[src/rtl/gds_pkg.sv]
// Types, codes and constants for the Gregorian date subtract block.
// No dependencies; used by every other file of the block except the assertion macro header.
package gds_pkg;

  typedef logic [1:0]  cmd_t;
  typedef logic [4:0]  day_t;
  typedef logic [3:0]  month_t;
  typedef logic [13:0] year_t;
  typedef logic [15:0] amount_t;

  typedef enum logic [1:0] {
    CMD_DAYS   = 2'd0,
    CMD_MONTHS = 2'd1,
    CMD_YEARS  = 2'd2,
    CMD_NONE   = 2'd3
  } cmd_e;

  typedef enum logic [1:0] {
    ST_IDLE,
    ST_INIT,
    ST_RUN,
    ST_FINISH
  } st_e;

  // Request into the month length unit
  typedef struct packed {
    year_t  year;
    month_t month;
  } gds_ml_req_t;

  localparam year_t  YEAR_MAX  = 14'd9999;
  localparam month_t MONTH_MIN = 4'd1;
  localparam month_t MONTH_MAX = 4'd12;
  localparam day_t   DAY_MIN   = 5'd1;
  localparam day_t   DAY_MAX   = 5'd31;
  localparam day_t   FEB_LEAP  = 5'd29;
  localparam day_t   FEB_PLAIN = 5'd28;
  localparam month_t MONTH_FEB = 4'd2;

  // Divisibility by 25 through the modular inverse of 25 mod 2^14
  localparam year_t INV25     = 14'd7209;
  localparam year_t DIV25_LIM = 14'd655;

  // Month lengths, February resolved separately
  localparam day_t MONTH_LEN [13] = '{
    5'd0, 5'd31, 5'd0, 5'd31, 5'd30, 5'd31, 5'd30,
    5'd31, 5'd31, 5'd30, 5'd31, 5'd30, 5'd31
  };

endpackage

[src/rtl/gds_if.sv]
// Valid/ready channel interfaces for the date subtract block.
// Depends on gds_pkg for the payload field types.
interface gds_in_if;
  import gds_pkg::*;

  logic    valid;
  logic    ready;
  cmd_t    cmd;
  day_t    day_in;
  month_t  month_in;
  year_t   year_in;
  amount_t amount;

  modport source (output valid, cmd, day_in, month_in, year_in, amount, input ready);
  modport sink   (input valid, cmd, day_in, month_in, year_in, amount, output ready);
endinterface

interface gds_out_if;
  import gds_pkg::*;

  logic   valid;
  logic   ready;
  day_t   day_out;
  month_t month_out;
  year_t  year_out;
  logic   underflow;

  modport source (output valid, day_out, month_out, year_out, underflow, input ready);
  modport sink   (input valid, day_out, month_out, year_out, underflow, output ready);
endinterface

[src/rtl/gds_month_len.sv]
// Month length unit: days in a given month of a given year, leap rules included.
// Depends on gds_pkg.
module gds_month_len (
  input  gds_pkg::gds_ml_req_t req_i,
  output gds_pkg::day_t        days_o
);
  import gds_pkg::*;

  logic [27:0] prod;
  year_t       prod_lo;
  logic        div4;
  logic        div16;
  logic        div25;
  logic        leap;
  month_t      idx;

  // Test divisibility by 25 with one multiply and a compare
  assign prod    = req_i.year * INV25;
  assign prod_lo = prod[13:0];
  assign div25   = (prod_lo <= DIV25_LIM);
  assign div4    = (req_i.year[1:0] == 2'b00);
  assign div16   = (req_i.year[3:0] == 4'b0000);
  assign leap    = (div4 && !div25) || (div16 && div25);

  // Fold an out-of-range month into the table
  always_comb begin
    if (req_i.month == 4'd0) begin
      idx = MONTH_MIN;
    end else if (req_i.month > MONTH_MAX) begin
      idx = MONTH_MAX;
    end else begin
      idx = req_i.month;
    end
  end

  // Pick the length
  always_comb begin
    if (idx == MONTH_FEB) begin
      days_o = leap ? FEB_LEAP : FEB_PLAIN;
    end else begin
      days_o = MONTH_LEN[idx];
    end
  end

endmodule

[src/rtl/gregorian_date_subtract.sv]
// Gregorian date subtract: steps a date back by days, months or years, one step per
// cycle through a shared month length unit. An accepted beat has its fields corrected
// as it is registered, then a setup state does the start-day clamp and underflow
// precheck, then one step per unit of amount (up to 65535) runs, then the result
// loads into the output register once it is free. A subtraction that
// would reach before 1 January of year 0 flags underflow and returns the corrected start
// date. ready stays low from acceptance until the result is loaded; the result waits in
// its register while the next beat is taken.
// Depends on gds_pkg, gds_if and gds_month_len.
module gregorian_date_subtract (
  input  logic clk_i,
  input  logic rst_ni,
  gds_in_if.sink    in_i,
  gds_out_if.source out_o
);
  import gds_pkg::*;

  st_e     st_q, st_d;
  cmd_e    cmd_q, cmd_d;
  amount_t cnt_q, cnt_d;
  day_t    d0_q, d0_d;
  month_t  m0_q, m0_d;
  year_t   y0_q, y0_d;
  day_t    rd_q, rd_d;
  month_t  rm_q, rm_d;
  year_t   ry_q, ry_d;
  logic    uf_q, uf_d;
  logic    ov_q, ov_d;
  day_t    od_q, od_d;
  month_t  om_q, om_d;
  year_t   oy_q, oy_d;
  logic    ouf_q, ouf_d;

  gds_ml_req_t ml_req;
  day_t        ml_days;
  logic [17:0] mon_total;
  month_t      m_fix;
  year_t       y_fix;
  day_t        d_fix;
  month_t      nm;
  year_t       ny;
  day_t        clamp_d;

  gds_month_len u_ml (
    .req_i  (ml_req),
    .days_o (ml_days)
  );

  // Correct the incoming fields
  always_comb begin
    if (in_i.month_in == 4'd0) begin
      m_fix = MONTH_MIN;
    end else if (in_i.month_in > MONTH_MAX) begin
      m_fix = MONTH_MAX;
    end else begin
      m_fix = in_i.month_in;
    end
    y_fix = (in_i.year_in > YEAR_MAX) ? YEAR_MAX : in_i.year_in;
    d_fix = (in_i.day_in == 5'd0) ? DAY_MIN : in_i.day_in;
  end

  // Months available before the start of year 0
  assign mon_total = ({4'b0, y0_q} << 3) + ({4'b0, y0_q} << 2) + {14'b0, m0_q} - 18'd1;

  // Next month and year for a month step
  assign nm = (rm_q == MONTH_MIN) ? MONTH_MAX : (rm_q - 4'd1);
  assign ny = (rm_q == MONTH_MIN) ? (ry_q - 14'd1) : ry_q;

  // Clamp of the running day against the unit's answer
  assign clamp_d = (rd_q > ml_days) ? ml_days : rd_q;

  // Select the month the shared unit looks up this cycle
  always_comb begin
    ml_req = '{year: ry_q, month: rm_q};
    case (st_q)
      ST_INIT: begin
        ml_req = '{year: y0_q, month: m0_q};
      end
      ST_RUN: begin
        case (cmd_q)
          CMD_DAYS:   ml_req = '{year: ry_q, month: rm_q - 4'd1};
          CMD_MONTHS: ml_req = '{year: ny, month: nm};
          CMD_YEARS:  ml_req = '{year: ry_q - 14'd1, month: rm_q};
          default:    ml_req = '{year: ry_q, month: rm_q};
        endcase
      end
      default: begin
        ml_req = '{year: ry_q, month: rm_q};
      end
    endcase
  end

  // Sequencer: next state and datapath
  always_comb begin
    st_d   = st_q;
    cmd_d  = cmd_q;
    cnt_d  = cnt_q;
    d0_d   = d0_q;
    m0_d   = m0_q;
    y0_d   = y0_q;
    rd_d   = rd_q;
    rm_d   = rm_q;
    ry_d   = ry_q;
    uf_d   = uf_q;
    ov_d   = ov_q;
    od_d   = od_q;
    om_d   = om_q;
    oy_d   = oy_q;
    ouf_d  = ouf_q;

    // Drop the result once taken
    if (ov_q && out_o.ready) begin
      ov_d = 1'b0;
    end

    case (st_q)
      ST_IDLE: begin
        if (in_i.valid) begin
          cmd_d = cmd_e'(in_i.cmd);
          cnt_d = in_i.amount;
          d0_d  = d_fix;
          m0_d  = m_fix;
          y0_d  = y_fix;
          st_d  = ST_INIT;
        end
      end

      ST_INIT: begin
        d0_d   = (d0_q > ml_days) ? ml_days : d0_q;
        rd_d   = d0_d;
        rm_d   = m0_q;
        ry_d   = y0_q;
        uf_d   = 1'b0;
        case (cmd_q)
          CMD_MONTHS: uf_d = ({2'b0, cnt_q} > mon_total);
          CMD_YEARS:  uf_d = (cnt_q > {2'b0, y0_q});
          default:    uf_d = 1'b0;
        endcase
        if (cmd_q == CMD_NONE || cnt_q == 16'd0 || uf_d) begin
          st_d = ST_FINISH;
        end else begin
          st_d = ST_RUN;
        end
      end

      ST_RUN: begin
        cnt_d = cnt_q - 16'd1;
        if (cnt_q == 16'd1) begin
          st_d = ST_FINISH;
        end
        case (cmd_q)
          CMD_DAYS: begin
            if (rd_q > DAY_MIN) begin
              rd_d = rd_q - 5'd1;
            end else if (rm_q > MONTH_MIN) begin
              rm_d = rm_q - 4'd1;
              rd_d = ml_days;
            end else if (ry_q != 14'd0) begin
              ry_d = ry_q - 14'd1;
              rm_d = MONTH_MAX;
              rd_d = DAY_MAX;
            end else begin
              uf_d = 1'b1;
              st_d = ST_FINISH;
            end
          end
          CMD_MONTHS: begin
            rm_d   = nm;
            ry_d   = ny;
            rd_d   = clamp_d;
          end
          CMD_YEARS: begin
            ry_d   = ry_q - 14'd1;
            rd_d   = clamp_d;
          end
          default: begin
            st_d = ST_FINISH;
          end
        endcase
      end

      ST_FINISH: begin
        // Load the output register once it is free
        if (!ov_q || out_o.ready) begin
          od_d  = uf_q ? d0_q : rd_q;
          om_d  = uf_q ? m0_q : rm_q;
          oy_d  = uf_q ? y0_q : ry_q;
          ouf_d = uf_q;
          ov_d  = 1'b1;
          st_d  = ST_IDLE;
        end
      end

      default: begin
        st_d = ST_IDLE;
      end
    endcase
  end

  // Control registers
  always_ff @(posedge clk_i or negedge rst_ni) begin
    if (!rst_ni) begin
      st_q <= ST_IDLE;
      ov_q <= 1'b0;
    end else begin
      st_q <= st_d;
      ov_q <= ov_d;
    end
  end

  // Payload registers
  always_ff @(posedge clk_i) begin
    cmd_q <= cmd_d;
    cnt_q <= cnt_d;
    d0_q  <= d0_d;
    m0_q  <= m0_d;
    y0_q  <= y0_d;
    rd_q  <= rd_d;
    rm_q  <= rm_d;
    ry_q  <= ry_d;
    uf_q  <= uf_d;
    od_q  <= od_d;
    om_q  <= om_d;
    oy_q  <= oy_d;
    ouf_q <= ouf_d;
  end

  assign in_i.ready      = (st_q == ST_IDLE);
  assign out_o.valid     = ov_q;
  assign out_o.day_out   = od_q;
  assign out_o.month_out = om_q;
  assign out_o.year_out  = oy_q;
  assign out_o.underflow = ouf_q;

endmodule

[src/flat_wrapper.sv]
// flat-port wrapper written by rule: the top's interface ports become plain ports
module gregorian_date_subtract_flat import gds_pkg::*;
  (clk_i, rst_ni, in_i_valid, in_i_cmd, in_i_day_in, in_i_month_in, in_i_year_in, in_i_amount, in_i_ready, out_o_valid, out_o_day_out, out_o_month_out, out_o_year_out, out_o_underflow, out_o_ready);
  gds_in_if in_i_i ();
  gds_out_if out_o_i ();
  input  logic clk_i;
  input  logic rst_ni;
  input wire logic [$bits(in_i_i.valid)-1:0] in_i_valid;
  input wire logic [$bits(in_i_i.cmd)-1:0] in_i_cmd;
  input wire logic [$bits(in_i_i.day_in)-1:0] in_i_day_in;
  input wire logic [$bits(in_i_i.month_in)-1:0] in_i_month_in;
  input wire logic [$bits(in_i_i.year_in)-1:0] in_i_year_in;
  input wire logic [$bits(in_i_i.amount)-1:0] in_i_amount;
  output wire logic [$bits(in_i_i.ready)-1:0] in_i_ready;
  output wire logic [$bits(out_o_i.valid)-1:0] out_o_valid;
  output wire logic [$bits(out_o_i.day_out)-1:0] out_o_day_out;
  output wire logic [$bits(out_o_i.month_out)-1:0] out_o_month_out;
  output wire logic [$bits(out_o_i.year_out)-1:0] out_o_year_out;
  output wire logic [$bits(out_o_i.underflow)-1:0] out_o_underflow;
  input wire logic [$bits(out_o_i.ready)-1:0] out_o_ready;
  assign in_i_i.valid = in_i_valid;
  assign in_i_i.cmd = in_i_cmd;
  assign in_i_i.day_in = in_i_day_in;
  assign in_i_i.month_in = in_i_month_in;
  assign in_i_i.year_in = in_i_year_in;
  assign in_i_i.amount = in_i_amount;
  assign in_i_ready = in_i_i.ready;
  assign out_o_valid = out_o_i.valid;
  assign out_o_day_out = out_o_i.day_out;
  assign out_o_month_out = out_o_i.month_out;
  assign out_o_year_out = out_o_i.year_out;
  assign out_o_underflow = out_o_i.underflow;
  assign out_o_i.ready = out_o_ready;
  gregorian_date_subtract u_core (.clk_i(clk_i), .rst_ni(rst_ni), .in_i(in_i_i), .out_o(out_o_i));
endmodule
[config.mk]
export PLATFORM = sky130hd
export DESIGN_NAME = gregorian_date_subtract_flat
export DESIGN_NICKNAME = d
export VERILOG_FILES = /design/src/rtl/gds_pkg.sv /design/src/rtl/gds_if.sv /design/src/rtl/gds_month_len.sv /design/src/rtl/gregorian_date_subtract.sv /design/src/flat_wrapper.sv
export SDC_FILE = /design/constraint.sdc
export NUM_CORES = 1
export LEC_CHECK = 0
export BUFFER_PORTS_ARGS = -buffer_cell sky130_fd_sc_hd__buf_2
export CAP_MARGIN = 20
export CORE_ASPECT_RATIO = 0.5
export CORE_MARGIN = 10
export CORE_UTILIZATION = 40
export DETAILED_ROUTE_END_ITERATION = 8
export PLACE_DENSITY = 0.57
export SLEW_MARGIN = 20
export SYNTH_ARGS = -nofsm -noshare
export SYNTH_HDL_FRONTEND = slang
export SYNTH_SLANG_ARGS = --single-unit
[constraint.sdc]
create_clock -name clk_i -period 22.2 [get_ports clk_i]
set_clock_uncertainty 0.2 [all_clocks]
set_input_delay 2.22 -clock clk_i [delete_from_list [all_inputs] [get_ports clk_i]]
set_output_delay 2.22 -clock clk_i [all_outputs]
set_load 0.01 [all_outputs]
==> run_results.csv <==
group,metric,value,unit
outcome,status,"finished clean",
critical_path,cp.required,22.00,ns
clock_tree,root_buffer,"clkbuf_16",
floorplan,initial_utilization,40.8,%
synth,ys.flop_type,"edfxtp_1",
timing,slew_violations,0,
synth,yosysMostFrequentCell,"ha_1",
route,ant_nets,0,
clock_tree,cts-hold-fix-buffers,0,
placed_design,place_hpwl,18300,um
clock_tree,cts_tree,"done",
route,drcViolationCount,0,
floorplan,fp-row-count,38,
finish,drive_gt1_share,12.5,%
clock_tree,clkTransAtPathRegs,0.07,ns
global_route,grt_max_degree,62,
synth,ys_ff_latch,92,
route,detail_route.iter0.violations,577,
synth,async_reset_ff_share,3.26,%
floorplan,die_h,125,um
min_path,worstHoldStart,"u_core.out_o.valid",
finish,antenna_cells,0,
critical_path,crit_arrival,8.31,ns
synth,synthTopCellsByCount,"ha_1 (140), inv_1 (109), edfxtp_1 (89), nor2_1 (89), a21oi_1 (71)",
flow_run,drv_cap,0,
finish,syn2layout_area_growth,10.4,%
route,viasPerCell,5.40,
global_route,grt_pass1_vias,7097,
synth,synth_warnings,0,
global_route,grt.overflow.total,0,
global_route,antenna_found_initial,0,
timing,setup_tns,0,ns
clock_tree,cts.sinks,92,
route,finalWirelength,23500,um
timing,final-hold-violation-count,0,
clock_tree,ctsHtreeMaxLevel,3,
synth,syn_inst,958,
timing,period_needed,8.52,ns
global_route,grt_usage,16.1,%
synth,synthDominantCellAreaShare,30.2,%
critical_path,cpPeakStageDelay,0.61,ns
min_path,worstHoldPathCells,2,
critical_path,cp-startpoint,"u_core.st_q[0]",
critical_path,r2r-start,"u_core.st_q[0]",
placed_design,routabilityCongestion,0.877,
critical_path,cp-start-kind,"register",
floorplan,ios,71,
synth,synth_edf_count,89,
critical_path,critPathCaptureType,"register",
synth,synth_cell_types,76,
timing,fmaxAchievable,117,MHz
route,wire_per_inst,17.9,um
critical_path,r2r_end,"u_core.rd_q[1]",
critical_path,reg2reg_setup_slack,13.68,ns
critical_path,cp_slowest_cell,"buf_4",
synth,synth_area_leaders,"edfxtp_1 (30%), ha_1 (20%), inv_1 (4.6%)",
synth,synth_area,8840,um^2
synth,ys_seq_area_share,31.1,%
critical_path,reg2reg_depth,31,
clock_tree,cts_buffers,9,
floorplan,die-area,28800,um^2
global_route,grt_pass1_wl,37700,um
clock_tree,post_cts_resized,0,
floorplan,dieWidth,230,um
route,firstDrtPassIters,5,
min_path,whs_endpoint,"u_core.out_o.valid",
timing,tightest_slew,0.973,ns
synth,syn_area_per_cell,9.23,um^2
synth,synth_top_cell_by_area,"edfxtp_1",
critical_path,crit_type,"register to register",
placed_design,portBuffers,70,
timing,finalCritPeriodShare,38.4,%
floorplan,core,21700,um^2
timing,rsz0062_at_grt,"no",
min_path,min_path_type,"register to register",
clock_tree,clk_path_buf_depth,2,
clock_tree,insertion_delay,0.36,ns
finish,nNetsFinal,1209,
clock_tree,post-cts-setup-buffer-count,0,
timing,finalSetupViolations,0,
timing,slew_headroom,34.4,%
route,vias,7101,
critical_path,crit_fanout,61,
-- placed cells by master (no fill, tap or decap), types with 19 or more instances in the layout --
cell type  instances
buf_2             70
a21oi_1           70
xnor2_1           33
nand2_1           66
inv_1            109
ha_1             139
mux2_2            20
o21ai_0           40
nand2b_1          19
nor2_1            89
edfxtp_1          89
-- layout make-up --
| cell class | count | area, um^2 |
|---|---|---|
| sequential | 92 | 2750 |
| clock inverter | 6 | 63.8 |
| timing repair buffer | 76 | 395 |
| fill | 2138 | 11900 |
| multi-input combinational | 721 | 5530 |
| tap | 300 | 375 |
| clock buffer | 10 | 229 |
| inverter | 110 | 413 |
-- sequential cells by signal, indices dropped and copies added (netlist names) --
register	count
u_core.out_o.month_out	4
u_core.out_o.valid	1
u_core.y0_q	14
u_core.cmd_q	2
u_core.out_o.underflow	1
u_core.out_o.year_out	14
u_core.out_o.day_out	5
u_core.rm_q	4
u_core.m0_q	4
u_core.st_q	2
u_core.uf_q	1
u_core.rd_q	5
u_core.cnt_q	16
u_core.d0_q	5
u_core.ry_q	14
-- how the worst max path moves through the flow --
| stage | slack (ns) | to |
|---|---|---|
| after global routing | 12.92 | u_core.rd_q[0] |
| after CTS | 13.75 | u_core.rd_q[1] |
| final | 13.68 | u_core.rd_q[1] |
| after detailed placement | 13.80 | u_core.rd_q[2] |
| after floorplan | 15.18 | u_core.rd_q[0] |
| after global placement | 14.03 | u_core.rd_q[2] |
-- cell families after synthesis --
kind of cell    Yosys count  synth area share, %
fa+ha+maj               154                 23.0
compound gates          224                 16.2
simple gates            261                 14.4
mux                      24                 3.00
flops                    92                 31.1
buf+inv                 150                 6.67
xor+xnor                 52                 5.62
other cells               1               0.0424
-- routing by layer --
layer | up-vias | wire length [um] | global-route usage [%] | share of wire (%)
met4 | 0 | 269 | 3.58 | 1.1
li1 | 3506 | - | - | -
met5 | - | 0 | 0 | 0
met2 | 154 | 10800 | 26.2 | 46
met1 | 3417 | 11300 | 21.6 | 48
met3 | 24 | 1130 | 3.18 | 4.8
-- critical path: cells and delay by family, from the launching register on --
kind	cells	cell delay, ns
adders and majority gates	8	3.06
xor gates and xnor gates	1	0.15
and+or+nand+nor	4	0.50
buffers and inverters	5	1.32
AOI/OAI and AO/OA	12	2.27
muxes	1	0.17
DFF	1	0.44
-- per-stage QoR --
step / cell area (um^2) / instances / hold WS, ns / setup WS (ns) / util, %
2_1_floorplan: 8860 / 963 / 0.246 / 15.18 / -
3_3_place_gp: 9460 / 1299 / 0.314 / 14.03 / 43.6
3_5_place_dp: 9460 / 1299 / 0.321 / 13.80 / 43.6
4_1_cts: 9750 / 1315 / 0.338 / 13.75 / 45.0
5_1_grt: 9760 / 1315 / 0.380 / 12.92 / 45.0
6_report: 9760 / 1315 / 0.333 / 13.68 / 45.0
Power is left out: the tool's default activity adds up to more than one toggle a clock period on the data nets, which glitch-free logic cannot reach.
